===== config.mk =====
export PLATFORM = sky130hd
export DESIGN_NAME = spiral_order_matrix_reorder
export DESIGN_NICKNAME = d
export VERILOG_FILES = /design/src/sor_pkg.sv /design/src/sor_ram.sv /design/src/spiral_order_matrix_reorder.sv
export SDC_FILE = /design/constraint.sdc
export NUM_CORES = 2
export LEC_CHECK = 0
export BUFFER_PORTS_ARGS = -buffer_cell sky130_fd_sc_hd__buf_4
export CAP_MARGIN = 20
export CORE_ASPECT_RATIO = 1.5
export CORE_MARGIN = 4
export CORE_UTILIZATION = 27
export CTS_CLUSTER_SIZE = 28
export DETAILED_ROUTE_END_ITERATION = 10
export PLACE_DENSITY_LB_ADDON = 0.3
export SLEW_MARGIN = 20
export SYNTH_ARGS = -nofsm -noshare
export SYNTH_HDL_FRONTEND = slang
export SYNTH_SLANG_ARGS = --single-unit
export TNS_END_PERCENT = 20

===== constraint.sdc =====
create_clock -name clk -period 7 [get_ports clk]
set_clock_uncertainty 0.05 [all_clocks]
set_input_delay 2.1 -clock clk [delete_from_list [all_inputs] [get_ports clk]]
set_output_delay 2.1 -clock clk [all_outputs]
set_load 0.1 [all_outputs]

===== src/sor_pkg.sv =====
// package for the spiral order matrix reorder block
// sizes, store geometry and the control enums; no dependencies
`timescale 1ns / 1ps
`default_nettype none

package sor_pkg;

  localparam int MAX_DIM = 8;
  localparam int STORE_DEPTH = MAX_DIM * MAX_DIM;
  localparam int ADDR_W = $clog2(STORE_DEPTH);
  localparam int CNT_W = ADDR_W + 1;
  localparam int IDX_W = $clog2(MAX_DIM);
  localparam int DIM_W = 4;
  localparam int VALUE_W = 32;

  typedef enum logic {
    ST_LOAD,
    ST_EMIT
  } state_t;

  typedef enum logic [1:0] {
    DIR_RIGHT,
    DIR_DOWN,
    DIR_LEFT,
    DIR_UP
  } dir_t;

endpackage

`default_nettype wire


===== src/sor_ram.sv =====
// generic single write port, single read port ram with registered read
// no dependencies
`timescale 1ns / 1ps
`default_nettype none

module sor_ram #(
  parameter int WIDTH = 32,
  parameter int DEPTH = 64
) (
  input  wire logic                     clk,
  input  wire logic                     we,
  input  wire logic [$clog2(DEPTH)-1:0] waddr,
  input  wire logic [WIDTH-1:0]         wdata,
  input  wire logic                     re,
  input  wire logic [$clog2(DEPTH)-1:0] raddr,
  output      logic [WIDTH-1:0]         rdata
);

  logic [WIDTH-1:0] mem [DEPTH];

  always_ff @(posedge clk) begin
    if (we) begin
      mem[waddr] <= wdata;
    end
    if (re) begin
      rdata <= mem[raddr];
    end
  end

endmodule

`default_nettype wire


===== src/spiral_order_matrix_reorder.sv =====
// top level of the spiral order matrix reorder block
// uses sor_pkg and one sor_ram instance for the matrix store
//
// usage:
//   the size register (rows = columns, 1..8; 0 acts as 1, above 8 as 8) is
//   written over cfg_valid/cfg_ready/cfg_data; cfg_ready is high while busy and
//   start are both low, and every write restarts loading of the matrix.
//   elements arrive in row-major order: one item is taken at each clock edge
//   with start high and busy low. the item that completes the n*n matrix
//   raises busy while the store is walked in clockwise spiral order, one read
//   a cycle. each result shows on out_value with out_valid high for one cycle,
//   in the cycle after its store read; out_last marks the final one. the first
//   result is on the ports once the state register has entered emit and the
//   store read has been registered. loading and emitting do not overlap: no
//   item is taken while busy is high.
//   the receiver cannot stall; results are not held.
//   reset (rst, synchronous) sets the size to 8 and the load count to zero;
//   the store is not cleared, only entries written in the current load are read.
`timescale 1ns / 1ps
`default_nettype none

module spiral_order_matrix_reorder (
  input  wire logic                          clk,
  input  wire logic                          rst,
  input  wire logic                          start,
  output      logic                          busy,
  input  wire logic signed [sor_pkg::VALUE_W-1:0] element_value,
  input  wire logic                          cfg_valid,
  output      logic                          cfg_ready,
  input  wire logic [sor_pkg::DIM_W-1:0]     cfg_data,
  output      logic                          out_valid,
  output      logic signed [sor_pkg::VALUE_W-1:0] out_value,
  output      logic                          out_last
);

  import sor_pkg::*;

  state_t            state, state_next;
  dir_t              dir, dir_next;
  logic [DIM_W-1:0]  matrix_size;
  logic [CNT_W-1:0]  load_count, load_count_next;
  logic [CNT_W-1:0]  emit_count, emit_count_next;
  logic [IDX_W-1:0]  row, row_next;
  logic [IDX_W-1:0]  col, col_next;
  logic [IDX_W-1:0]  edge_lo, edge_lo_next;
  logic [IDX_W-1:0]  edge_hi, edge_hi_next;

  logic [DIM_W-1:0]  dim;
  logic [CNT_W-1:0]  total;
  logic [CNT_W-1:0]  load_index;
  logic              load_take;
  logic              cfg_take;
  logic              rd_en;
  logic              rd_last;
  logic [ADDR_W-1:0] rd_addr;
  logic [VALUE_W-1:0] rd_data;

  // effective size
  always_comb begin
    if (matrix_size == '0) begin
      dim = DIM_W'(1);
    end else if (matrix_size > DIM_W'(MAX_DIM)) begin
      dim = DIM_W'(MAX_DIM);
    end else begin
      dim = matrix_size;
    end
  end

  assign total      = CNT_W'(CNT_W'(dim) * CNT_W'(dim));
  assign busy       = (state == ST_EMIT);
  assign cfg_ready  = !busy && !start;
  assign cfg_take   = cfg_valid && cfg_ready;
  assign load_take  = start && !busy;
  assign load_index = (load_count >= total) ? '0 : load_count;
  assign rd_en      = (state == ST_EMIT);
  assign rd_last    = (emit_count == total - CNT_W'(1));
  assign rd_addr    = ADDR_W'(CNT_W'(CNT_W'(row) * CNT_W'(dim)) + CNT_W'(col));

  always_comb begin
    state_next      = state;
    dir_next        = dir;
    load_count_next = load_count;
    emit_count_next = emit_count;
    row_next        = row;
    col_next        = col;
    edge_lo_next    = edge_lo;
    edge_hi_next    = edge_hi;
    unique case (state)
      ST_LOAD: begin
        if (cfg_take) begin
          load_count_next = '0;
        end else if (load_take) begin
          if (load_index + CNT_W'(1) == total) begin
            load_count_next = '0;
            state_next      = ST_EMIT;
            emit_count_next = '0;
            dir_next        = DIR_RIGHT;
            row_next        = '0;
            col_next        = '0;
            edge_lo_next    = '0;
            edge_hi_next    = IDX_W'(dim - DIM_W'(1));
          end else begin
            load_count_next = load_index + CNT_W'(1);
          end
        end
      end
      ST_EMIT: begin
        emit_count_next = emit_count + CNT_W'(1);
        if (rd_last) begin
          state_next = ST_LOAD;
        end
        unique case (dir)
          DIR_RIGHT: begin
            if (col < edge_hi) begin
              col_next = col + IDX_W'(1);
            end else begin
              row_next = row + IDX_W'(1);
              dir_next = DIR_DOWN;
            end
          end
          DIR_DOWN: begin
            if (row < edge_hi) begin
              row_next = row + IDX_W'(1);
            end else begin
              col_next = col - IDX_W'(1);
              dir_next = DIR_LEFT;
            end
          end
          DIR_LEFT: begin
            if (col > edge_lo) begin
              col_next = col - IDX_W'(1);
            end else begin
              row_next = row - IDX_W'(1);
              dir_next = DIR_UP;
            end
          end
          DIR_UP: begin
            if (row > edge_lo + IDX_W'(1)) begin
              row_next = row - IDX_W'(1);
            end else begin
              // step into the next ring
              edge_lo_next = edge_lo + IDX_W'(1);
              edge_hi_next = edge_hi - IDX_W'(1);
              row_next     = edge_lo + IDX_W'(1);
              col_next     = edge_lo + IDX_W'(1);
              dir_next     = DIR_RIGHT;
            end
          end
          default: begin
            dir_next = DIR_RIGHT;
          end
        endcase
      end
      default: begin
        state_next = ST_LOAD;
      end
    endcase
  end

  always_ff @(posedge clk) begin
    if (rst) begin
      state       <= ST_LOAD;
      matrix_size <= DIM_W'(MAX_DIM);
      load_count  <= '0;
      out_valid   <= 1'b0;
      out_last    <= 1'b0;
    end else begin
      state      <= state_next;
      load_count <= load_count_next;
      out_valid  <= rd_en;
      out_last   <= rd_en && rd_last;
      if (cfg_take) begin
        matrix_size <= cfg_data;
      end
    end
  end

  always_ff @(posedge clk) begin
    dir        <= dir_next;
    emit_count <= emit_count_next;
    row        <= row_next;
    col        <= col_next;
    edge_lo    <= edge_lo_next;
    edge_hi    <= edge_hi_next;
  end

  sor_ram #(
    .WIDTH (VALUE_W),
    .DEPTH (STORE_DEPTH)
  ) u_store (
    .clk   (clk),
    .we    (load_take),
    .waddr (load_index[ADDR_W-1:0]),
    .wdata (element_value),
    .re    (rd_en),
    .raddr (rd_addr),
    .rdata (rd_data)
  );

  assign out_value = rd_data;

endmodule

`default_nettype wire

Word-level counts from Yosys, hierarchy flattened
Memory sizes are Yosys's and may differ from the RTL's. A register that Yosys moved wholly into a read port is not among the register bits.
Index checks and enable logic that the tools add are counted.
{ "word_totals": {"regBits": 35, "ram_bits": 2048, "in_bits": 40, "output_inout_bits": 36, "wordCells": 113, "memories": 1} }
{ "op_classes": {"addsub": 11, "n_mul": 2, "order_cmp": 6, "n_eq_ne": 17, "mux": 49, "bitwise": 1, "n_reduce_logical": 15} }
{ "memory_table": {"columns": ["memory", "words", "word_bits", "rd", "rd_ports_with_merged_regs", "write_ports", "line_no", "source"], "rows": [
  ["u_store.mem", 64, 32, 1, 1, 1, "sor_ram.sv:19", "logic [WIDTH-1:0] mem [DEPTH];"]
]} }
{ "op_table": {"columns": ["cell", "count"], "rows": [
  ["two-way mux 3 bit", 17],
  ["two-way mux 7 bit", 7],
  ["one-hot mux 3 bit (2 select lines)", 4],
  ["one-hot mux 3 bit (4 select lines)", 2],
  ["inequality test 3 bit (second input constant)", 7],
  ["adder 7 x 1 -> 7 bit (second input constant)", 2],
  ["== test 7 bit", 2],
  ["two-way mux 2 bit", 7],
  ["one-hot mux 7 bit (2 select lines)", 1],
  ["AND reduction 7 bit", 2],
  ["subtractor 3 x 1 -> 3 bit (second input constant)", 4],
  ["adder 3 x 1 -> 3 bit (second input constant)", 3],
  ["two-way mux 4 bit", 2],
  ["inequality test 2 bit (second input constant)", 4],
  ["one-hot mux 2 bit (4 select lines)", 1],
  [">= comparator 7 bit", 1],
  ["multiplier 4 x 4 -> 7 bit", 1],
  ["subtractor 7 x 1 -> 7 bit (second input constant)", 1],
  ["adder 6 x 3 -> 6 bit", 1],
  ["greater-than comparator 3 bit", 2],
  ["< comparator 3 bit", 2],
  ["multiplier 3 x 4 -> 6 bit", 1],
  ["two-way mux 1 bit", 6],
  ["AND reduction 6 bit", 1],
  ["15 further kinds", 20]
]} }

Longest topological paths before layout
{ "logic_depth": {"ltp_word": 12, "mapped_depth": 24, "ltp_nobuf": 22} }

Modules after synthesis
A second synthesis with hierarchy kept.
{ "hier_totals": {"hier_cells": 3679, "area_unflattened_um2": 81937.3} }
{ "by_module_without_submodules": {"columns": ["module", "instances", "cells_each", "area_per_inst_um2", "seq_area_each_um2"], "rows": [
  ["sor_ram", 1, 3324, 78835.6, 62459.9],
  ["spiral_order_matrix_reorder", 1, 355, 3101.7, 910.9]
]} }

Worst setup path before layout
OpenSTA, ideal clock, no wires.
{ "synth_path": {"path_type": "reg-to-reg", "start": "register matrix_size[3]", "end": "register edge_hi[0], enable pin", "setup_ns": 0.362, "arrival_ns": 5.886, "t_required_ns": 6.588, "path_slack_ns": 0.702, "path_stages_with_launch": 25, "path_buffers": 3, "synth_period_minus_slack_ns": 6.298, "path_cell_list": "dfxtp_1 > clkbuf_1 > nor2b_1 > clkbuf_1 > and2_1 > ha_1 > ha_1 > nor2b_1 > a221oi_1 > nand2_1 > inv_1 > ha_1 > a31o_2 > a221oi_4 > o31a_1 > buf_4 > and2_1 > ha_1 > nand3_1 > xor2_1 > nor4b_1 > o21ai_2 > a221o_2 > o31ai_4 > a21boi_1"} }
{ "synth_between": {"elab_chain_cells": 10, "word_cells_on_any_way": 11, "cone_classes": "add/sub (1); mul (1); order compare (2); eq/ne (2); mux (3); reduce/logical (2)"} }
{ "synth_lines": {"columns": ["element", "line_no", "source"], "rows": [
  ["start: declaration", "spiral_order_matrix_reorder.sv:40", "logic [DIM_W-1:0] matrix_size;"],
  ["start signal: assignment", "spiral_order_matrix_reorder.sv:163", "matrix_size <= DIM_W'(MAX_DIM);"],
  ["start signal: assignment", "spiral_order_matrix_reorder.sv:173", "matrix_size <= cfg_data;"],
  ["greater-than comparator 4 bit", "spiral_order_matrix_reorder.sv:62", "end else if (matrix_size > DIM_W'(MAX_DIM)) begin"],
  ["two-way mux 4 bit", "spiral_order_matrix_reorder.sv:62", null],
  ["two-way mux 4 bit *", "spiral_order_matrix_reorder.sv:60", "if (matrix_size == '0) begin"],
  ["multiplier 4 x 4 -> 7 bit *", "spiral_order_matrix_reorder.sv:69", "assign total = CNT_W'(CNT_W'(dim) * CNT_W'(dim));"],
  [">= comparator 7 bit", "spiral_order_matrix_reorder.sv:74", "assign load_index = (load_count >= total) ? '0 : load_count;"],
  ["two-way mux 7 bit", "spiral_order_matrix_reorder.sv:74", null],
  ["adder 7 x 1 -> 7 bit", "spiral_order_matrix_reorder.sv:93", "if (load_index + CNT_W'(1) == total) begin"],
  ["== test 7 bit *", "spiral_order_matrix_reorder.sv:93", null],
  ["inequality test 2 bit (no line) *", null, null],
  ["AND reduction 5 bit (no line) *", null, null],
  ["end signal: assignment", "spiral_order_matrix_reorder.sv:184", "edge_hi <= edge_hi_next;"],
  ["end: declaration", "spiral_order_matrix_reorder.sv:46", "logic [IDX_W-1:0] edge_hi, edge_hi_next;"]
]} }
Every way passes the cells marked *; elsewhere a longest branch is shown, timed or not.
A chain may end at the register's enable or synchronous reset.

Final worst setup path
{ "layout_path": {"start": "register matrix_size[3]", "end": "register edge_lo[2], enable pin"} }
{ "layout_between": {"elab_chain_cells": 10, "word_cells_on_any_way": 11, "cone_classes": "add/sub (1); mul (1); order compare (2); eq/ne (2); mux (3); reduce/logical (2)"} }
{ "layout_lines": {"columns": ["element", "line_no", "source"], "rows": [
  ["greater-than comparator 4 bit", "spiral_order_matrix_reorder.sv:62", null],
  ["two-way mux 4 bit", "spiral_order_matrix_reorder.sv:62", null],
  ["two-way mux 4 bit *", "spiral_order_matrix_reorder.sv:60", null],
  ["multiplier 4 x 4 -> 7 bit *", "spiral_order_matrix_reorder.sv:69", null],
  [">= comparator 7 bit", "spiral_order_matrix_reorder.sv:74", null],
  ["two-way mux 7 bit", "spiral_order_matrix_reorder.sv:74", null],
  ["adder 7 x 1 -> 7 bit", "spiral_order_matrix_reorder.sv:93", null],
  ["== test 7 bit *", "spiral_order_matrix_reorder.sv:93", null],
  ["inequality test 2 bit (no line) *", null, null],
  ["AND reduction 5 bit (no line) *", null, null],
  ["end signal: assignment", "spiral_order_matrix_reorder.sv:183", "edge_lo <= edge_lo_next;"],
  ["end: declaration", "spiral_order_matrix_reorder.sv:45", "logic [IDX_W-1:0] edge_lo, edge_lo_next;"]
]} }
Marks and branches as above.

==> flow_summary_export.csv <==
group,metric,value,unit
status,run_status,"finished clean",
setup_path,critical-path-top-delay-family,"compound AO/OA/AOI/OAI gates",
final_layout,area_delta_synth_final,15.99,%
clock_tree,tritoncts,"yes",
final_layout,layout.area.seq,63370,sq um
clock_tree,clock_path_buffers,4,
setup_path,critical_path.reg2reg.endpoint,"edge_lo[2]",
global_routing,gr-total-overflow,0,
floorplanning,io-pin-count,76,
detailed_routing,drcViolationCount,0,
final_layout,layout_common_cells,"sky130_fd_sc_hd__edfxtp_1, sky130_fd_sc_hd__mux4_2, sky130_fd_sc_hd__clkbuf_16",
final_layout,num-fill-cells,28424,
job,max_cap_violations,0,
floorplanning,dieHeight,683.0,um
detailed_routing,wl_per_cell,26.87,um
setup_path,r2r-start,"matrix_size[3]",
yosys,syn-instance-count,3399,
setup_path,worst_ep_required_time,7490,ps
global_routing,number_of_global_route_vias_before_repair,39117,
final_layout,multi_input_area,18350,sq um
timing,hold_viol_final,0,
clock_tree,post_cts.resized_instances,0,
timing,max-slew-margin-rel,31.86,%
clock_tree,cts_buffers,194,
global_routing,grt_start_max_net_pins,81,
global_routing,number_of_antenna_violations_at_the_first_check_in_global_routing,22,
yosys,synth.yosys.warnings,0,
yosys,synth_edf_count,2101,
detailed_routing,viasPerCell,4.715,
global_routing,grt_first_pass_wirelength,297.9,mm
clock_tree,post_cts_hold_buffer_count,0,
detailed_routing,routed_wirelength,208.7,mm
timing,fin_crit_sh,92.19,%
floorplanning,floorplan.die.width,458.0,um
timing,max_freq,155.0,MHz
hold_path,hold_path_startpoint,"load_count[6]",
clock_tree,h-tree-depth,4,
timing,timing_max_transition_violations_final,0,
final_layout,finish.net_count,3728,
timing,setup_viol,0,
yosys,synth_sequential_area_ratio,77.27,%
detailed_routing,routed_via_count,36629,
setup_path,r2r_setup_slack,550,ps
placed_design,detailed_place_hpwl,120.2,mm
final_layout,finalCoreUtilization,31.50,%
floorplanning,core_area,301900,sq um
timing,grt_setup_unrepaired,"no",
global_routing,grtUsageTotal,13.17,%
setup_path,critical_path_buf_inv_count,4,
setup_path,setup.worst_path.start_class,"flop",
yosys,synthDominantAreaCellType,"sky130_fd_sc_hd__edfxtp_1",
yosys,netlist.area_leader.share,76.93,%
placed_design,gp_congestion,0.7346,
detailed_routing,drt_iter0_markers,2915,
hold_path,hold-path-cell-count,2,
floorplanning,floorplan.initialDensity,27.16,%
floorplanning,design.die.area,312800,sq um
yosys,postSynth.asyncResetShare,0,%
setup_path,critical-path-top-cell-by-count,"sky130_fd_sc_hd__ha_1",
clock_tree,clk-insertion-delay-late,820,ps
setup_path,setup.worst_path.class,"reg -> reg",
yosys,postSynth.topFlopCell,"sky130_fd_sc_hd__edfxtp_1",
setup_path,wp_data_arrival,6940,ps
hold_path,worstHoldEndpoint,"load_count[6]",
timing,worst_pin_slew,1022,ps
setup_path,cp-end-kind,"flop",
placed_design,placement.io_buffers,75,
floorplanning,rows,247,
timing,sum_neg_setup_slack,0,ps
clock_tree,cts.root.buffer_cell,"sky130_fd_sc_hd__clkbuf_16",
clock_tree,cts_post_setup_buffers_inserted,0,
hold_path,hold_path_class,"reg -> reg",
final_layout,layout-drive-gt1-share,32.52,%
clock_tree,cts_num_sinks,2115,
yosys,yosys.cell_types.count,67,
setup_path,critPathSlowestCell,"sky130_fd_sc_hd__dfxtp_1",
detailed_routing,first_pass_iters,6,
setup_path,slowest_delay,520,ps
setup_path,worstPathMaxFanout,11,
power_and_ir_drop,power-per-cell-area,270.0,nW/um^2
setup_path,path_depth_of_the_worst_reg2reg_path,23,
yosys,seq_cells_post_synth,2115,
power_and_ir_drop,static_leakage_power,28.90,nW
yosys,yosys-top-cells-area,"sky130_fd_sc_hd__edfxtp_1, sky130_fd_sc_hd__mux4_2, sky130_fd_sc_hd__ha_1, sky130_fd_sc_hd__nor2_1, sky130_fd_sc_hd__clkbuf_1",
detailed_routing,ant_nets,0,
timing,min_period,6453,ps
setup_path,worstPathCellList,"clkinv_1 -> nand2_1 -> inv_1 -> ha_1 -> ha_1 -> nor2b_1 -> a221oi_1 -> nand2_1 -> inv_1 -> ha_1 -> a31o_2 -> a221oi_4 -> o31a_1 -> and2_1 -> ha_1 -> nand3_1 -> xor2_1 -> nor4b_1 -> o21ai_2 -> a221o_2 -> o31ai_4 -> a21boi_1 -> buf_4",
yosys,synth.cell_area,82010,sq um
final_layout,mostFrequentLayoutCell,"sky130_fd_sc_hd__edfxtp_1",
power_and_ir_drop,max_ir_drop_vdd,0.0002053,V
yosys,synth.avg_cell_area,24.13,sq um
clock_tree,clk_pin_slew,70,ps
==> worst max-delay path by stage <==
stage / from / endpoint / slack (ps) / cells after the start
after floorplan: matrix_size[3] / edge_hi[0] / 700 / 24
final: matrix_size[3] / edge_lo[2] / 550 / 23
after CTS: matrix_size[3] / edge_lo[2] / 510 / 23
after global placement: matrix_size[3] / edge_hi[0] / 530 / 23
after detailed placement: matrix_size[3] / edge_hi[2] / 530 / 23
after global routing: matrix_size[3] / edge_lo[1] / 40 / 23
==> worst register-to-register path, stage by stage (launching register included) <==
cell,delay (ps)
sky130_fd_sc_hd__dfxtp_1,520
sky130_fd_sc_hd__clkinv_1,140
sky130_fd_sc_hd__nand2_1,210
sky130_fd_sc_hd__inv_1,110
sky130_fd_sc_hd__ha_1,290
sky130_fd_sc_hd__ha_1,400
sky130_fd_sc_hd__nor2b_1,190
sky130_fd_sc_hd__a221oi_1,350
sky130_fd_sc_hd__nand2_1,180
sky130_fd_sc_hd__inv_1,120
sky130_fd_sc_hd__ha_1,260
sky130_fd_sc_hd__a31o_2,280
sky130_fd_sc_hd__a221oi_4,270
sky130_fd_sc_hd__o31a_1,210
sky130_fd_sc_hd__and2_1,130
sky130_fd_sc_hd__ha_1,210
sky130_fd_sc_hd__nand3_1,290
sky130_fd_sc_hd__xor2_1,260
sky130_fd_sc_hd__nor4b_1,370
sky130_fd_sc_hd__o21ai_2,100
sky130_fd_sc_hd__a221o_2,490
sky130_fd_sc_hd__o31ai_4,360
sky130_fd_sc_hd__a21boi_1,220
sky130_fd_sc_hd__buf_4,180
==> through the flow <==
stage	area (sq um)	hold WS (ps)	power, W	cells	worst slack, ps
after floorplan	82010	429.2	0.01496	3400	702.5
after global placement	89050	488.2	0.01554	7431	529.0
after detailed placement	89050	490.2	0.01555	7431	527.7
after CTS	95120	499.0	0.02603	7766	511.8
after global routing	95120	536.8	0.02655	7767	40.16
final	95120	494.5	0.02569	7769	546.6
==> routing by layer <==
| layer | vias up | global-route usage (%) | part of all wire [%] |
|---|---|---|---|
| li1 | 15120 | - | - |
| met1 | 20403 | 16.03 | 39 |
| met2 | 820 | 24.50 | 54 |
| met3 | 274 | 1.602 | 3.9 |
| met4 | 12 | 3.680 | 2.7 |
| met5 | - | 0 | 0.033 |
==> registers in the layout (all words and copies together), names as in the netlist <==
name,count
matrix_size,4
emit_count,7
u_store.mem,2048
busy,1
dir,2
load_count,7
u_store.rdata,32
out_last,1
out_valid,1
col,3
row,3
edge_hi,3
edge_lo,3
==> kinds of logic (layout without fill, tap and decap cells) <==
family	after synthesis	in the layout	synth area share [%]
AO/OA/AOI/OAI	101	101	0.9215
XOR/XNOR	28	28	0.3601
adder cells (fa/ha/maj)	45	45	0.7415
buffers and inverters	204	586	1.034
flip-flops	2115	2115	77.27
multiplexers	674	674	18.31
other	1	5	0.004573
AND/OR/NAND/NOR	231	231	1.355
==> final cells by class <==
cell class,count,area share [%]
clock buffer,219,5.247
multi-input combinational,1081,19.29
timing repair buffer,217,2.331
inverter,34,0.1342
antenna,3,0.007892
sequential,2115,66.62
clock inverter,116,1.130
tap,3984,5.240
==> power breakdown <==
| group | internal [W] | switching [W] |
|---|---|---|
| registers | 0.0140 | 0.0000122 |
| clock network | 0.00582 | 0.00463 |
| logic | 0.000515 | 0.000764 |
| total | 0.0203 | 0.00540 |
==> Yosys cell counts (5+ instances only) <==
cell                       count
sky130_fd_sc_hd__a211oi_1     13
sky130_fd_sc_hd__a21o_1        6
sky130_fd_sc_hd__a21oi_1      17
sky130_fd_sc_hd__a31oi_1       7
sky130_fd_sc_hd__and2_1       16
sky130_fd_sc_hd__and3_1        6
sky130_fd_sc_hd__buf_1         9
sky130_fd_sc_hd__buf_2        60
sky130_fd_sc_hd__clkbuf_1     99
sky130_fd_sc_hd__dfxtp_1      14
sky130_fd_sc_hd__edfxtp_1   2101
sky130_fd_sc_hd__fa_1          6
sky130_fd_sc_hd__ha_1         39
sky130_fd_sc_hd__inv_1        33
sky130_fd_sc_hd__mux2i_1      13
sky130_fd_sc_hd__mux4_2      661
sky130_fd_sc_hd__nand2_1      36
sky130_fd_sc_hd__nand3_1      15
sky130_fd_sc_hd__nand4_1       5
sky130_fd_sc_hd__nor2_1      103
sky130_fd_sc_hd__nor2b_1      13
sky130_fd_sc_hd__nor3_1        7
sky130_fd_sc_hd__nor3b_1       6
sky130_fd_sc_hd__o211ai_1      6
sky130_fd_sc_hd__o21ai_0      14
sky130_fd_sc_hd__xnor2_1      14
sky130_fd_sc_hd__xor2_1        9
(Power assumes the default switching activity.)
